**src/hw/rtl/rcem_pkg.sv**
```systemverilog
// shared types and constants for the rc pulse capture elevon mixer
package rcem_pkg;

   localparam int CENTER_US  = 1500;
   localparam int PULSE_LO   = 1000;
   localparam int PULSE_HI   = 2000;
   localparam int LED_SPAN   = 500;
   localparam int LED_MAX    = 80;
   // reciprocal of 25 in q15, good for values below 2000
   localparam int RECIP_25   = 1311;

   localparam int CSR_IDX_W  = 3;
   localparam int CSR_DATA_W = 12;

   localparam logic [CSR_IDX_W-1:0] CSR_AILERON_REVERSE  = 3'd0;
   localparam logic [CSR_IDX_W-1:0] CSR_ELEVATOR_REVERSE = 3'd1;
   localparam logic [CSR_IDX_W-1:0] CSR_LEFT_REVERSE     = 3'd2;
   localparam logic [CSR_IDX_W-1:0] CSR_RIGHT_REVERSE    = 3'd3;
   localparam logic [CSR_IDX_W-1:0] CSR_WIDTH_MIN        = 3'd4;
   localparam logic [CSR_IDX_W-1:0] CSR_WIDTH_MAX        = 3'd5;
   localparam logic [CSR_IDX_W-1:0] CSR_LED_DEADZONE     = 3'd6;

   localparam logic [11:0] WIDTH_MIN_RESET    = 12'd900;
   localparam logic [11:0] WIDTH_MAX_RESET    = 12'd2100;
   localparam logic [8:0]  LED_DEADZONE_RESET = 9'd30;
   localparam logic [11:0] WIDTH_RESET        = 12'd1500;

   typedef enum logic {
      CH_AILERON  = 1'b0,
      CH_ELEVATOR = 1'b1
   } channel_type;

   typedef struct packed {
      logic        channel;
      logic        level;
      logic [31:0] time_us;
   } req_word_type;

   typedef struct packed {
      logic [10:0] left_pulse;
      logic [10:0] right_pulse;
      logic [6:0]  led_red;
      logic [6:0]  led_green;
      logic [6:0]  led_blue;
   } rsp_word_type;

   // captured widths after an event, handed from front to back
   typedef struct packed {
      logic [11:0] aileron_width;
      logic [11:0] elevator_width;
   } width_pair_type;

   typedef struct packed {
      logic [11:0] width_min;
      logic [11:0] width_max;
   } capture_cfg_type;

   typedef struct packed {
      logic       aileron_reverse;
      logic       elevator_reverse;
      logic       left_reverse;
      logic       right_reverse;
      logic [8:0] led_deadzone;
   } mix_cfg_type;

endpackage

```
**src/hw/rtl/rcem_capture.sv**
```systemverilog
// front end: edge capture and pulse width measurement per channel
module rcem_capture (
   input  logic                    clock,
   input  logic                    reset,
   input  logic                    req_valid,
   output logic                    req_stall,
   input  rcem_pkg::req_word_type  req_word,
   input  rcem_pkg::capture_cfg_type cfg,
   input  logic                    queue_full,
   output logic                    push,
   output rcem_pkg::width_pair_type push_word
);
   import rcem_pkg::*;

   logic [31:0] rise_ff [2];
   logic [31:0] rise_in [2];
   logic [11:0] width_ff [2];
   logic [11:0] width_in [2];
   logic [31:0] pulse_len;
   logic        in_window;

   assign req_stall = queue_full;
   assign push      = req_valid & ~queue_full;

   // wrapping difference from the last rising edge
   assign pulse_len = req_word.time_us - rise_ff[req_word.channel];
   assign in_window = (pulse_len >= {20'd0, cfg.width_min}) &&
                      (pulse_len <= {20'd0, cfg.width_max});

   always_comb begin
      rise_in[0]  = rise_ff[0];
      rise_in[1]  = rise_ff[1];
      width_in[0] = width_ff[0];
      width_in[1] = width_ff[1];
      if (push) begin
         if (req_word.level) begin
            rise_in[req_word.channel] = req_word.time_us;
         end else if (in_window) begin
            width_in[req_word.channel] = pulse_len[11:0];
         end
      end
   end

   assign push_word.aileron_width  = width_in[CH_AILERON];
   assign push_word.elevator_width = width_in[CH_ELEVATOR];

   always_ff @(posedge clock) begin
      if (reset) begin
         rise_ff[0]  <= '0;
         rise_ff[1]  <= '0;
         width_ff[0] <= WIDTH_RESET;
         width_ff[1] <= WIDTH_RESET;
      end else begin
         rise_ff[0]  <= rise_in[0];
         rise_ff[1]  <= rise_in[1];
         width_ff[0] <= width_in[0];
         width_ff[1] <= width_in[1];
      end
   end

endmodule

```
**src/hw/rtl/rcem_queue.sv**
```systemverilog
// small fifo of width pairs between capture and mixer
module rcem_queue #(
   parameter int DEPTH = 2
) (
   input  logic                     clock,
   input  logic                     reset,
   input  logic                     push,
   input  rcem_pkg::width_pair_type push_word,
   input  logic                     pop,
   output logic                     full,
   output logic                     not_empty,
   output rcem_pkg::width_pair_type head_word,
   output logic [$clog2(DEPTH+1)-1:0] count
);
   import rcem_pkg::*;

   localparam int PTR_W = $clog2(DEPTH);
   localparam int CNT_W = $clog2(DEPTH + 1);
   localparam logic [PTR_W-1:0] LAST_PTR  = PTR_W'(DEPTH - 1);
   localparam logic [CNT_W-1:0] FULL_CNT  = CNT_W'(DEPTH);

   width_pair_type          slot_ff [DEPTH];
   logic [PTR_W-1:0]        wr_ptr_ff, wr_ptr_in;
   logic [PTR_W-1:0]        rd_ptr_ff, rd_ptr_in;
   logic [CNT_W-1:0]        count_ff, count_in;
   logic                    do_push, do_pop;

   assign full      = (count_ff == FULL_CNT);
   assign not_empty = (count_ff != '0);
   assign head_word = slot_ff[rd_ptr_ff];
   assign count     = count_ff;
   assign do_push   = push & ~full;
   assign do_pop    = pop & not_empty;

   always_comb begin
      wr_ptr_in = wr_ptr_ff;
      rd_ptr_in = rd_ptr_ff;
      count_in  = count_ff;
      if (do_push) begin
         wr_ptr_in = (wr_ptr_ff == LAST_PTR) ? '0 : wr_ptr_ff + 1'b1;
      end
      if (do_pop) begin
         rd_ptr_in = (rd_ptr_ff == LAST_PTR) ? '0 : rd_ptr_ff + 1'b1;
      end
      if (do_push && !do_pop) begin
         count_in = count_ff + 1'b1;
      end else if (do_pop && !do_push) begin
         count_in = count_ff - 1'b1;
      end
   end

   always_ff @(posedge clock) begin
      if (do_push) begin
         slot_ff[wr_ptr_ff] <= push_word;
      end
   end

   always_ff @(posedge clock) begin
      if (reset) begin
         wr_ptr_ff <= '0;
         rd_ptr_ff <= '0;
         count_ff  <= '0;
      end else begin
         wr_ptr_ff <= wr_ptr_in;
         rd_ptr_ff <= rd_ptr_in;
         count_ff  <= count_in;
      end
   end

endmodule

```
**src/hw/rtl/rcem_mixer.sv**
```systemverilog
// back end: elevon mix, clamp, led color and output register
module rcem_mixer (
   input  logic                     clock,
   input  logic                     reset,
   input  logic                     head_valid,
   input  rcem_pkg::width_pair_type head_word,
   output logic                     pop,
   input  rcem_pkg::mix_cfg_type    cfg,
   output logic                     rsp_valid,
   input  logic                     rsp_stall,
   output rcem_pkg::rsp_word_type   rsp_word
);
   import rcem_pkg::*;

   localparam logic signed [14:0] CENTER_S = 15'(CENTER_US);
   localparam logic signed [14:0] MIRROR_S = 15'(2 * CENTER_US);
   localparam logic signed [14:0] LO_S     = 15'(PULSE_LO);
   localparam logic signed [14:0] HI_S     = 15'(PULSE_HI);

   // brightness = mag * 80 / 500 = mag * 4 / 25, saturating at mag of 500
   function automatic logic [6:0] led_level(input logic [11:0] mag);
      logic [21:0] prod;
      prod = 22'({mag[8:0], 2'b00}) * 22'(RECIP_25);
      if (mag >= 12'(LED_SPAN)) begin
         return 7'(LED_MAX);
      end
      return prod[21:15];
   endfunction

   function automatic logic [10:0] clamp_pulse(input logic signed [14:0] v);
      if (v < LO_S) begin
         return 11'(PULSE_LO);
      end
      if (v > HI_S) begin
         return 11'(PULSE_HI);
      end
      return v[10:0];
   endfunction

   logic                 rsp_valid_ff, rsp_valid_in;
   rsp_word_type         rsp_word_ff, rsp_word_in;
   logic signed [14:0]   a_raw, e_raw, a_mix, e_mix;
   logic signed [14:0]   left_sum, right_sum, left_mir, right_mir;
   logic [11:0]          a_mag, e_mag;
   logic                 a_dead, e_dead;
   logic [6:0]           a_led, e_led;

   assign pop = head_valid & (~rsp_valid_ff | ~rsp_stall);

   assign a_raw = $signed({3'b000, head_word.aileron_width}) - CENTER_S;
   assign e_raw = $signed({3'b000, head_word.elevator_width}) - CENTER_S;
   assign a_mix = cfg.aileron_reverse  ? -a_raw : a_raw;
   assign e_mix = cfg.elevator_reverse ? -e_raw : e_raw;

   assign left_sum  = CENTER_S + e_mix + a_mix;
   assign right_sum = CENTER_S + e_mix - a_mix;
   assign left_mir  = cfg.left_reverse  ? MIRROR_S - left_sum  : left_sum;
   assign right_mir = cfg.right_reverse ? MIRROR_S - right_sum : right_sum;

   // led uses raw offsets, no reverse flags
   assign a_mag  = a_raw[14] ? 12'(-a_raw) : a_raw[11:0];
   assign e_mag  = e_raw[14] ? 12'(-e_raw) : e_raw[11:0];
   assign a_dead = (a_mag < {3'b000, cfg.led_deadzone}) || (a_mag == '0);
   assign e_dead = (e_mag < {3'b000, cfg.led_deadzone}) || (e_mag == '0);
   assign a_led  = led_level(a_mag);
   assign e_led  = led_level(e_mag);

   always_comb begin
      rsp_word_in = rsp_word_ff;
      if (pop) begin
         rsp_word_in.left_pulse  = clamp_pulse(left_mir);
         rsp_word_in.right_pulse = clamp_pulse(right_mir);
         rsp_word_in.led_red     = e_dead ? '0 : e_led;
         rsp_word_in.led_green   = (a_dead || a_raw[14]) ? '0 : a_led;
         rsp_word_in.led_blue    = (a_dead || !a_raw[14]) ? '0 : a_led;
      end
      rsp_valid_in = pop | (rsp_valid_ff & rsp_stall);
   end

   always_ff @(posedge clock) begin
      rsp_word_ff <= rsp_word_in;
   end

   always_ff @(posedge clock) begin
      if (reset) begin
         rsp_valid_ff <= 1'b0;
      end else begin
         rsp_valid_ff <= rsp_valid_in;
      end
   end

   assign rsp_valid = rsp_valid_ff;
   assign rsp_word  = rsp_word_ff;

endmodule

```
**src/hw/rtl/rc_pulse_capture_elevon_mixer_core.sv**
```systemverilog
// top level of the rc pulse capture elevon mixer
//
//   port group   dir   handshake            word
//   req_*        in    req_valid/req_stall  channel, level, time_us
//   rsp_*        out   rsp_valid/rsp_stall  left/right pulse, led red/green/blue
//   csr_*        in    csr_we               csr_index selects, csr_wdata value
//
// one word per cycle sustained while rsp does not stall; a word accepted on req is
// written into the queue, then registered by the mixer before it shows on rsp
// front capture updates edge times and widths in the accept cycle, back mixer
// registers the result; the queue between them holds QUEUE_DEPTH words
// req_stall rises only when the queue is full, so a stalled rsp side still
// lets QUEUE_DEPTH more words in before the front backs up
// synchronous reset restores register defaults, zero edge times, centered widths
module rc_pulse_capture_elevon_mixer_core #(
   parameter int QUEUE_DEPTH = 2
) (
   input  logic                                 clock,
   input  logic                                 reset,
   input  logic                                 req_valid,
   output logic                                 req_stall,
   input  rcem_pkg::req_word_type               req_word,
   output logic                                 rsp_valid,
   input  logic                                 rsp_stall,
   output rcem_pkg::rsp_word_type               rsp_word,
   input  logic                                 csr_we,
   input  logic [rcem_pkg::CSR_IDX_W-1:0]       csr_index,
   input  logic [rcem_pkg::CSR_DATA_W-1:0]      csr_wdata
);
   import rcem_pkg::*;

   localparam int CNT_W = $clog2(QUEUE_DEPTH + 1);

   // configuration registers
   logic        ail_rev_ff, ail_rev_in;
   logic        ele_rev_ff, ele_rev_in;
   logic        left_rev_ff, left_rev_in;
   logic        right_rev_ff, right_rev_in;
   logic [11:0] width_min_ff, width_min_in;
   logic [11:0] width_max_ff, width_max_in;
   logic [8:0]  deadzone_ff, deadzone_in;

   capture_cfg_type capture_cfg;
   mix_cfg_type     mix_cfg;

   logic            queue_full, queue_not_empty;
   logic            push, pop;
   width_pair_type  push_word, head_word;
   logic [CNT_W-1:0] queue_count;

   // register writes; unknown indexes fall through untouched
   always_comb begin
      ail_rev_in   = ail_rev_ff;
      ele_rev_in   = ele_rev_ff;
      left_rev_in  = left_rev_ff;
      right_rev_in = right_rev_ff;
      width_min_in = width_min_ff;
      width_max_in = width_max_ff;
      deadzone_in  = deadzone_ff;
      if (csr_we) begin
         case (csr_index)
            CSR_AILERON_REVERSE:  ail_rev_in   = csr_wdata[0];
            CSR_ELEVATOR_REVERSE: ele_rev_in   = csr_wdata[0];
            CSR_LEFT_REVERSE:     left_rev_in  = csr_wdata[0];
            CSR_RIGHT_REVERSE:    right_rev_in = csr_wdata[0];
            CSR_WIDTH_MIN:        width_min_in = csr_wdata[11:0];
            CSR_WIDTH_MAX:        width_max_in = csr_wdata[11:0];
            CSR_LED_DEADZONE:     deadzone_in  = csr_wdata[8:0];
            default: begin
            end
         endcase
      end
   end

   always_ff @(posedge clock) begin
      if (reset) begin
         ail_rev_ff   <= 1'b1;
         ele_rev_ff   <= 1'b1;
         left_rev_ff  <= 1'b0;
         right_rev_ff <= 1'b0;
         width_min_ff <= WIDTH_MIN_RESET;
         width_max_ff <= WIDTH_MAX_RESET;
         deadzone_ff  <= LED_DEADZONE_RESET;
      end else begin
         ail_rev_ff   <= ail_rev_in;
         ele_rev_ff   <= ele_rev_in;
         left_rev_ff  <= left_rev_in;
         right_rev_ff <= right_rev_in;
         width_min_ff <= width_min_in;
         width_max_ff <= width_max_in;
         deadzone_ff  <= deadzone_in;
      end
   end

   assign capture_cfg.width_min = width_min_ff;
   assign capture_cfg.width_max = width_max_ff;

   assign mix_cfg.aileron_reverse  = ail_rev_ff;
   assign mix_cfg.elevator_reverse = ele_rev_ff;
   assign mix_cfg.left_reverse     = left_rev_ff;
   assign mix_cfg.right_reverse    = right_rev_ff;
   assign mix_cfg.led_deadzone     = deadzone_ff;

   // front: edge capture, writes the width pair seen after each event
   rcem_capture u_capture (
      .clock      (clock),
      .reset      (reset),
      .req_valid  (req_valid),
      .req_stall  (req_stall),
      .req_word   (req_word),
      .cfg        (capture_cfg),
      .queue_full (queue_full),
      .push       (push),
      .push_word  (push_word)
   );

   rcem_queue #(
      .DEPTH (QUEUE_DEPTH)
   ) u_queue (
      .clock     (clock),
      .reset     (reset),
      .push      (push),
      .push_word (push_word),
      .pop       (pop),
      .full      (queue_full),
      .not_empty (queue_not_empty),
      .head_word (head_word),
      .count     (queue_count)
   );

   // back: mix and led color into the output register
   rcem_mixer u_mixer (
      .clock      (clock),
      .reset      (reset),
      .head_valid (queue_not_empty),
      .head_word  (head_word),
      .pop        (pop),
      .cfg        (mix_cfg),
      .rsp_valid  (rsp_valid),
      .rsp_stall  (rsp_stall),
      .rsp_word   (rsp_word)
   );

   // queue occupancy tracks pushes and pops exactly
   assert property (@(posedge clock) disable iff (reset)
      $past(!reset) |->
         (queue_count == CNT_W'($past(queue_count) + CNT_W'($past(push))
                                 - CNT_W'($past(pop)))))
      else $error("queue count out of step with push and pop");

   // servo pulses always inside the clamp window
   assert property (@(posedge clock) disable iff (reset)
      rsp_valid |->
         (rsp_word.left_pulse >= 11'(PULSE_LO)) && (rsp_word.left_pulse <= 11'(PULSE_HI)) &&
         (rsp_word.right_pulse >= 11'(PULSE_LO)) && (rsp_word.right_pulse <= 11'(PULSE_HI)))
      else $error("servo pulse outside clamp window");

   // aileron lights green or blue, never both
   assert property (@(posedge clock) disable iff (reset)
      rsp_valid |-> !((rsp_word.led_green != '0) && (rsp_word.led_blue != '0)))
      else $error("green and blue both lit");

   // a word popped from the queue always lands in the output register
   assert property (@(posedge clock) disable iff (reset)
      pop |=> rsp_valid)
      else $error("popped word lost before output");

endmodule

```
**config.mk**
```make
export PLATFORM = sky130hd
export DESIGN_NAME = rc_pulse_capture_elevon_mixer_core
export DESIGN_NICKNAME = d
export VERILOG_FILES = /design/src/hw/rtl/rcem_pkg.sv /design/src/hw/rtl/rcem_capture.sv /design/src/hw/rtl/rcem_queue.sv /design/src/hw/rtl/rcem_mixer.sv /design/src/hw/rtl/rc_pulse_capture_elevon_mixer_core.sv
export SDC_FILE = /design/constraint.sdc
export NUM_CORES = 1
export LEC_CHECK = 0
export ABC_AREA = 0
export BUFFER_PORTS_ARGS = -buffer_cell sky130_fd_sc_hd__buf_2
export CORE_MARGIN = 4
export CORE_UTILIZATION = 57
export DETAILED_ROUTE_END_ITERATION = 12
export PLACE_DENSITY = 0.88
export RECOVER_POWER = 25
export SLEW_MARGIN = 0
export SYNTH_ARGS = -nofsm -noshare
export SYNTH_HDL_FRONTEND = slang
export SYNTH_SLANG_ARGS = --single-unit
```
**constraint.sdc**
```tcl
create_clock -name clock -period 8.4 [get_ports clock]
set_input_delay 1.26 -clock clock [delete_from_list [all_inputs] [get_ports clock]]
set_output_delay 1.26 -clock clock [all_outputs]
set_load 0.05 [all_outputs]
```
==> metrics.md, run 1 <==
| Metric | Value |
|---|---|
| Most common cell after layout, fill and taps aside | nand2_1 |
| Initial DRC count | between 900 and 1000 |
| Nets@finish | 2505 |
| Hold slack | ~0.45 ns |
| Maximum clock insertion buffer count | 3 |
| Clock Latency Late Sink | 0.56 ns |
| Clock skew | approximately 0.014 ns |
| Clock transition at the registers of the reported paths | about 0.07 ns |
| Layout cells sized above 1 | a little over a tenth |
| First-pass GRT wire length | around 76000 um |
| Fin area | between 20000 and 25000 um2 |
| Setup TNS | 0 ns |
| Post-CTS setup buffers | 0 |
| # DRC | 0 |
| Mapped Area | approximately 19000 um2 |
| Final setup viols | 0 |
| I/O Buffers | slightly below 100 |
| Worst path max stage delay | a little under 0.7 ns |
| Sequential element share of the synthesized area | 28.7% |
| Critical path startpoint category | register |
| Share of the synthesized area in the top cell type | between 10% and 20% |
| Commonest cells after routing, fill and taps aside | nand2_1 (286), ha_1 (215), inv_1 (178), a21oi_1 (168), dfxtp_1 (130) |
| Clock Sinks | 222 |
| Worst-margin pin slew | slightly below 4 ns |
| WL/cell | ~17 um |
| Violated checks | capacitance limit, slew limit |
| Row Count | 65 |
| I/O pins | roughly 100 |
| GRT Overall Usage | around 25% |
| Ys flop type | dfxtp_1 |
| Max Fclk | around 130 MHz |
| Yosys reg bits | between 200 and 250 |
| Max_cap viols | 2 |
| Fin crit period | 7.84 ns |
| Grt total ovfl | 0 |
| Antenna viol nets, final | 0 |
| Overall routed net length | 45300 um |
| Final Hold Fails | 0 |
| Multi-input gate area | around 12000 um2 |
| Filler cells | ~2600 |
| Unique masters post-synth | 99 |
| Placer Congestion | 0.957 |
| Share of async-settable or async-resettable flops after synthesis | 0% |
| Initial antenna violation count | 0 |
| Status | complete, but fails checks |
| Top cells by area, synth | edfxtp_1 (15%), ha_1 (14%), dfxtp_1 (14%) |
| Synth Instances | 2109 |
| Die ar. | around 36000 um2 |
| Dpl hpwl | 35000 um |
| Syn_nets | 2425 |
| WP data arrival | 8.16 ns |
| Post-synth EDFFs | 91 |
| Dpl cells | about 2600 |
| Vias in the first global route | 15800 |
| Period utilisation layout | about 93% |
| Die Width | 189 um |
| Crit path max fanout | 17 |
| DR vias/cell | roughly 6 |
| Num CTS Buffers | 24 |
| CTS Hold Bufs | 0 |
| Final Instance Count excl. Fillers | around 2600 |
| Initial core utilization | ~58% |
| RSZ-0062 raised after global routing | no |
| Largest net degree at the start of global routing | between 90 and 100 |
| CTS tree | yes |
| Sequential cell area | 5360 um2 |
| Yosys warns | 0 |
| DRT Pass-1 Iters | 6 |
| Max H-tree Level | 1 |
| Slew headroom | -157% |
| Placed Area | a little under 20000 um2 |
| Max Slew Vio Count | around 140 |
| Core area | 32000 um2 |
| CP max-delay cell | fa_1 |
| Root buffer cell | clkbuf_16 |
| Hold WC Path Type | reg -> reg |
| Antenna fix cells | 0 |
| Critical Path RT | between 8 and 9 ns |
| Die height | 189 um |
| Syn Area/Cell | about 9 um2 |
| Area leader, netlist | edfxtp_1 |
| Setup CP Type | reg -> reg |
| Via count | between 15000 and 20000 |
| Area Overhead vs Synth | 8.98% |
| Critical Path Sink Type | register |
==> worst max-delay path: cells and delay by family, from the launching register on <==
kind | cells | cell delay, ns
adders and majority gates | 6 | 2.81
AOI/OAI and AO/OA | 12 | 2.76
and+or+nand+nor | 3 | 0.49
DFF | 1 | 0.47
xor gates and xnor gates | 2 | 0.41
buffers and inverters | 2 | 0.36
muxes | 1 | 0.29
==> path summary, 6_finish.rpt <==
check | depth (start not counted) | end | from | slack (ns)
worst max-delay path | 26 | u_mixer.rsp_word[20] | register | 0.56
worst min-delay path | 2 | u_capture.rise_ff[0][18] | u_capture.rise_ff[0][18] | 0.45
worst max register to register | 26 | u_mixer.rsp_word[20] | register | 0.56
worst min register to register | 2 | u_capture.rise_ff[0][18] | u_capture.rise_ff[0][18] | 0.45
==> cell usage after synthesis (11+ instances only) <==
| cell type | instances |
|---|---|
| nand2_1 | 286 |
| ha_1 | 215 |
| inv_1 | 178 |
| a21oi_1 | 168 |
| dfxtp_1 | 131 |
| nor2_1 | 114 |
| xnor2_1 | 104 |
| edfxtp_1 | 91 |
| mux2i_1 | 71 |
| clkbuf_1 | 59 |
| o21ai_0 | 58 |
| fa_1 | 47 |
| nand3_1 | 39 |
| a21o_1 | 38 |
| nor3_1 | 38 |
| xor2_1 | 34 |
| and3_1 | 27 |
| o21a_1 | 23 |
| nor2b_1 | 22 |
| o211ai_1 | 22 |
| mux2_2 | 18 |
| nand2b_1 | 18 |
| or3_1 | 16 |
| a211oi_1 | 13 |
| o21bai_1 | 13 |
| a21boi_0 | 12 |
| and2_1 | 12 |
| nand4_1 | 12 |
| o21ai_1 | 12 |
| a31oi_1 | 11 |
| o31ai_1 | 11 |
==> per-stage QoR <==
stage / setup slack [ns] / util [%]
floorplan: 0.494 / -
CTS: 0.559 / 63.7
detailed placement: 0.593 / 61.3
global route: 0.0801 / 63.6
finish: 0.555 / 63.6
global placement: 0.891 / 61.3
==> logic make-up after synthesis <==
family          Yosys count  share of synthesized area, %
flops                   222                          28.7
xor+xnor                145                          7.19
buf+inv                 253                          5.40
simple gates            646                          16.3
mux                     103                          5.93
compound gates          478                          17.0
fa+ha+maj               262                          19.5
==> registers in the layout, indices dropped and copies added, names as in the netlist, 2 cells and up, named ones only <==
name / cells
u_capture.rise_ff: 64
u_queue.slot_ff: 48
u_mixer.rsp_word: 43
u_capture.width_ff: 24
width_max_ff: 12
width_min_ff: 12
deadzone_ff: 9
u_queue.count: 2
==> final cells by class <==
cell class                      instances  area share (%)
Timing Repair Buffer                  126            3.40
Tap cell                              435            2.68
Multi-Input combinational cell       1634            60.5
Sequential cell                       222            26.3
Clock buffer                           30            3.22
Clock inverter                         14           0.498
Inverter                              181            3.34
==> metal layers <==
layer | vias up | track usage [%] | share of wire, % | wire [um]
li1 | 7617 | - | - | -
met1 | 7473 | 30.4 | 41 | 18800
met2 | 411 | 44.3 | 49 | 22000
met3 | 125 | 3.50 | 4.9 | 2200
met4 | 0 | 11.9 | 5.0 | 2270
met5 | - | 0 | 0 | 0
==> timing repair <==
action                                  in CTS  in global routing
hold endpoints to repair                     0                  0
endpoints found under the setup margin       0                  1
resized for setup                            0                  1
Power of run 1 is not shown: default switching activity piles up to over one toggle a cycle in this logic, so the estimate is an artifact.
==> run 2, diff against run 1 <==
--- a/config.mk
+++ b/config.mk
@@ -7,9 +7,12 @@
 export LEC_CHECK = 0
 export ABC_AREA = 0
 export BUFFER_PORTS_ARGS = -buffer_cell sky130_fd_sc_hd__buf_2
+export CELL_PAD_IN_SITES_DETAIL_PLACEMENT = 1
+export CELL_PAD_IN_SITES_GLOBAL_PLACEMENT = 1
 export CORE_MARGIN = 4
-export CORE_UTILIZATION = 57
+export CORE_UTILIZATION = 44
 export DETAILED_ROUTE_END_ITERATION = 12
+export HOLD_SLACK_MARGIN = 0.08
 export PLACE_DENSITY = 0.88
 export RECOVER_POWER = 25
 export SLEW_MARGIN = 0
==> run 2 against run 1 <==
  * The run still ends with capacitance limit, slew limit left
  * Hold slack gained 0.0012 ns
  * Flip-flop and latch count is the same
  * Die area grew 28%
==> metrics.md, run 2 (same netlist as run 1, synthesis figures left out) <==
| Metric | Value |
|---|---|
| Status | complete, but fails checks (unchanged) |
| Violated checks | capacitance limit, slew limit (unchanged) |
| Clock Latency Late Sink | 0.57 ns (was 0.56 ns) |
| Hold WC Path Type | reg -> reg (unchanged) |
| Clock transition at the registers of the reported paths | 0.06 ns (was 0.07 ns) |
| Root buffer cell | clkbuf_16 (unchanged) |
| Die Width | 214 um (was 189 um) |
| RSZ-0062 raised after global routing | no (unchanged) |
| Clock Sinks | 222 (unchanged) |
| Antenna viol nets, final | 0 (unchanged) |
| R2R depth | 27 (was 26) |
| Filler cells | 4892 (was 2559) |
| Clock skew | 0.0149 ns (was 0.0144 ns) |
| Dpl hpwl | 41600 um (was 35000 um) |
| # DRC | 0 (unchanged) |
| Row Count | 75 (was 65) |
| Initial antenna violation count | 3 (was 0) |
| Largest net degree at the start of global routing | 65 (was 91) |
| Core area | 41900 um2 (was 32000 um2) |
| Antenna fix cells | 0 (unchanged) |
| DRT Pass-1 Iters | 5 (was 6) |
| Setup CP Type | reg -> reg (unchanged) |
| Largest registers | u_capture.rise_ff x64, u_queue.slot_ff x48, u_mixer.rsp_word x43 (unchanged) |
| I/O pins | 99 (unchanged) |
| Sequential cell area | 5360 um2 (about the same) |
| Layout cells sized above 1 | 11.0% (was 10.5%) |
| Overall routed net length | 54300 um (was 45300 um) |
| Multi-input gate area | 12400 um2 (was 12300 um2) |
| Reg2reg setup slack | 0.40 ns (was 0.56 ns) |
| Die height | 214 um (was 189 um) |
| Fin crit period | 8.00 ns (was 7.84 ns) |
| Grt total ovfl | 0 (unchanged) |
| Max Fclk | 125 MHz (was 127 MHz) |
| I/O Buffers | 98 (unchanged) |
| Via count | 15900 (was 15600) |
| Initial core utilization | 44.5% (was 58.4%) |
| GRT Overall Usage | 23.0% (was 25.2%) |
| Die ar. | 45800 um2 (was 35700 um2) |
| WP data arrival | 8.30 ns (was 8.16 ns) |
| Final setup viols | 0 (unchanged) |
| Commonest cells after routing, fill and taps aside | nand2_1 (286), ha_1 (215), inv_1 (178), a21oi_1 (168), dfxtp_1 (130) (unchanged) |
| Slew headroom | -90.3% (was -157%) |
| DR vias/cell | 5.79 (was 5.91) |
| Critical Path RT | 8.70 ns (was 8.72 ns) |
| Fin area | 20600 um2 (was 20300 um2) |
| Nets@finish | 2505 (unchanged) |
| Critical Path Sink Type | register (unchanged) |
| Most common cell after layout, fill and taps aside | nand2_1 (unchanged) |
| Worst Setup EP | u_mixer.rsp_word[6] (was u_mixer.rsp_word[20]) |
| Placer Congestion | 0.899 (was 0.957) |
| Maximum clock insertion buffer count | 3 (unchanged) |
| Area Overhead vs Synth | 10.5% (was 8.98%) |
| Period utilisation layout | 95.3% (was 93.4%) |
| Initial DRC count | 811 (was 913) |
| CTS tree | yes (unchanged) |
| Final Hold Fails | 0 (unchanged) |
| Max_cap viols | 3 (was 2) |
| Critical path startpoint category | register (unchanged) |
| Num CTS Buffers | 25 (was 24) |
| Final Instance Count excl. Fillers | 2747 (was 2642) |
| Largest register by flop count | u_capture.rise_ff (unchanged) |
| Worst-margin pin slew | 2.85 ns (was 3.85 ns) |
| First-pass GRT wire length | 88500 um (was 75900 um) |
| Max reg flops | 64 (unchanged) |
| Max H-tree Level | 1 (unchanged) |
| FF-to-FF End | u_mixer.rsp_word[6] (was u_mixer.rsp_word[20]) |
| Dpl cells | 2699 (was 2598) |
| Crit path max fanout | 38 (was 17) |
| Vias in the first global route | 17400 (was 15800) |
| Setup TNS | 0 ns (unchanged) |
| Max Slew Vio Count | 167 (was 136) |
| WL/cell | 19.8 um (was 17.1 um) |
| Hold slack | 0.454 ns (was 0.453 ns) |
| Placed Area | 19700 um2 (was 19600 um2) |
## run 2: cell count changes in the layout (fill, tap and decap cells not counted), sizes merged
cell      previous run  this run
clkinv               9         5
clkbuf              35        36
bufinv               0         2
buf                121       123
inv                186       184
clkinvlp             0         2
## run 2: cell type report
cell class,instances,share of cell area [%]
sequential,222,26.0
tap,539,3.27
inverter,181,3.29
clock buffer,34,3.55
multi-input combinational,1634,59.9
clock inverter,12,0.661
timing repair buffer,125,3.40
## run 2: metal layers
layer / part of all wire [%] / track usage (%) / up-vias
met5: 0.063 / 0 / -
met4: 4.5 / 10.2 / 6
met3: 3.3 / 2.95 / 147
met2: 52 / 42.9 / 315
met1: 40 / 26.3 / 7836
li1: - / - / 7597
## run 2: how the worst min path moves through the flow
stage	depth (start not counted)	endpoint	slack [ns]	startpoint
after floorplan	2	u_capture.rise_ff[1][0]	0.43	u_capture.rise_ff[1][0]
after global placement	2	u_capture.rise_ff[0][2]	0.44	u_capture.rise_ff[0][2]
after detailed placement	2	width_max_ff[8]	0.45	width_max_ff[8]
after CTS	2	width_max_ff[8]	0.46	width_max_ff[8]
after global routing	2	width_max_ff[8]	0.47	width_max_ff[8]
final	2	u_capture.rise_ff[0][18]	0.45	u_capture.rise_ff[0][18]
## run 2: metrics by stage
stage               utilization (%)  setup slack [ns]
global route                   49.2          0.000804
detailed placement             47.0             0.155
global placement               47.0             0.850
CTS                            49.1             0.126
floorplan                         -             0.494
finish                         49.2             0.397
## run 2: repair_timing
action / in CTS / in global routing
endpoints found under the setup margin: 2 / 7
pin swaps: 0 / 1
setup buffers: 0 / 2
hold buffers: 0 / 0
endpoints found under the hold margin: 0 / 0
gates resized for setup: 1 / 9
cloned: 0 / 0
## run 2: critical path, cell delays in order (launching register included)
cell,delay (ns)
dfxtp_2,0.45
buf_12,0.27
mux2i_1,0.34
inv_2,0.11
ha_1,0.25
a211oi_1,0.32
a21oi_1,0.19
and3_1,0.27
xnor2_1,0.17
mux2i_2,0.32
xnor2_1,0.16
buf_4,0.20
fa_1,0.63
inv_1,0.09
fa_1,0.43
inv_1,0.09
fa_1,0.47
fa_1,0.50
ha_1,0.31
nand3_1,0.07
or4_1,0.48
a2111oi_4,0.39
o31ai_1,0.17
a21boi_0,0.30
o21ai_1,0.15
o21ai_0,0.31
xnor2_1,0.18
a21boi_0,0.10
Power of run 2 is left out for the same reason.
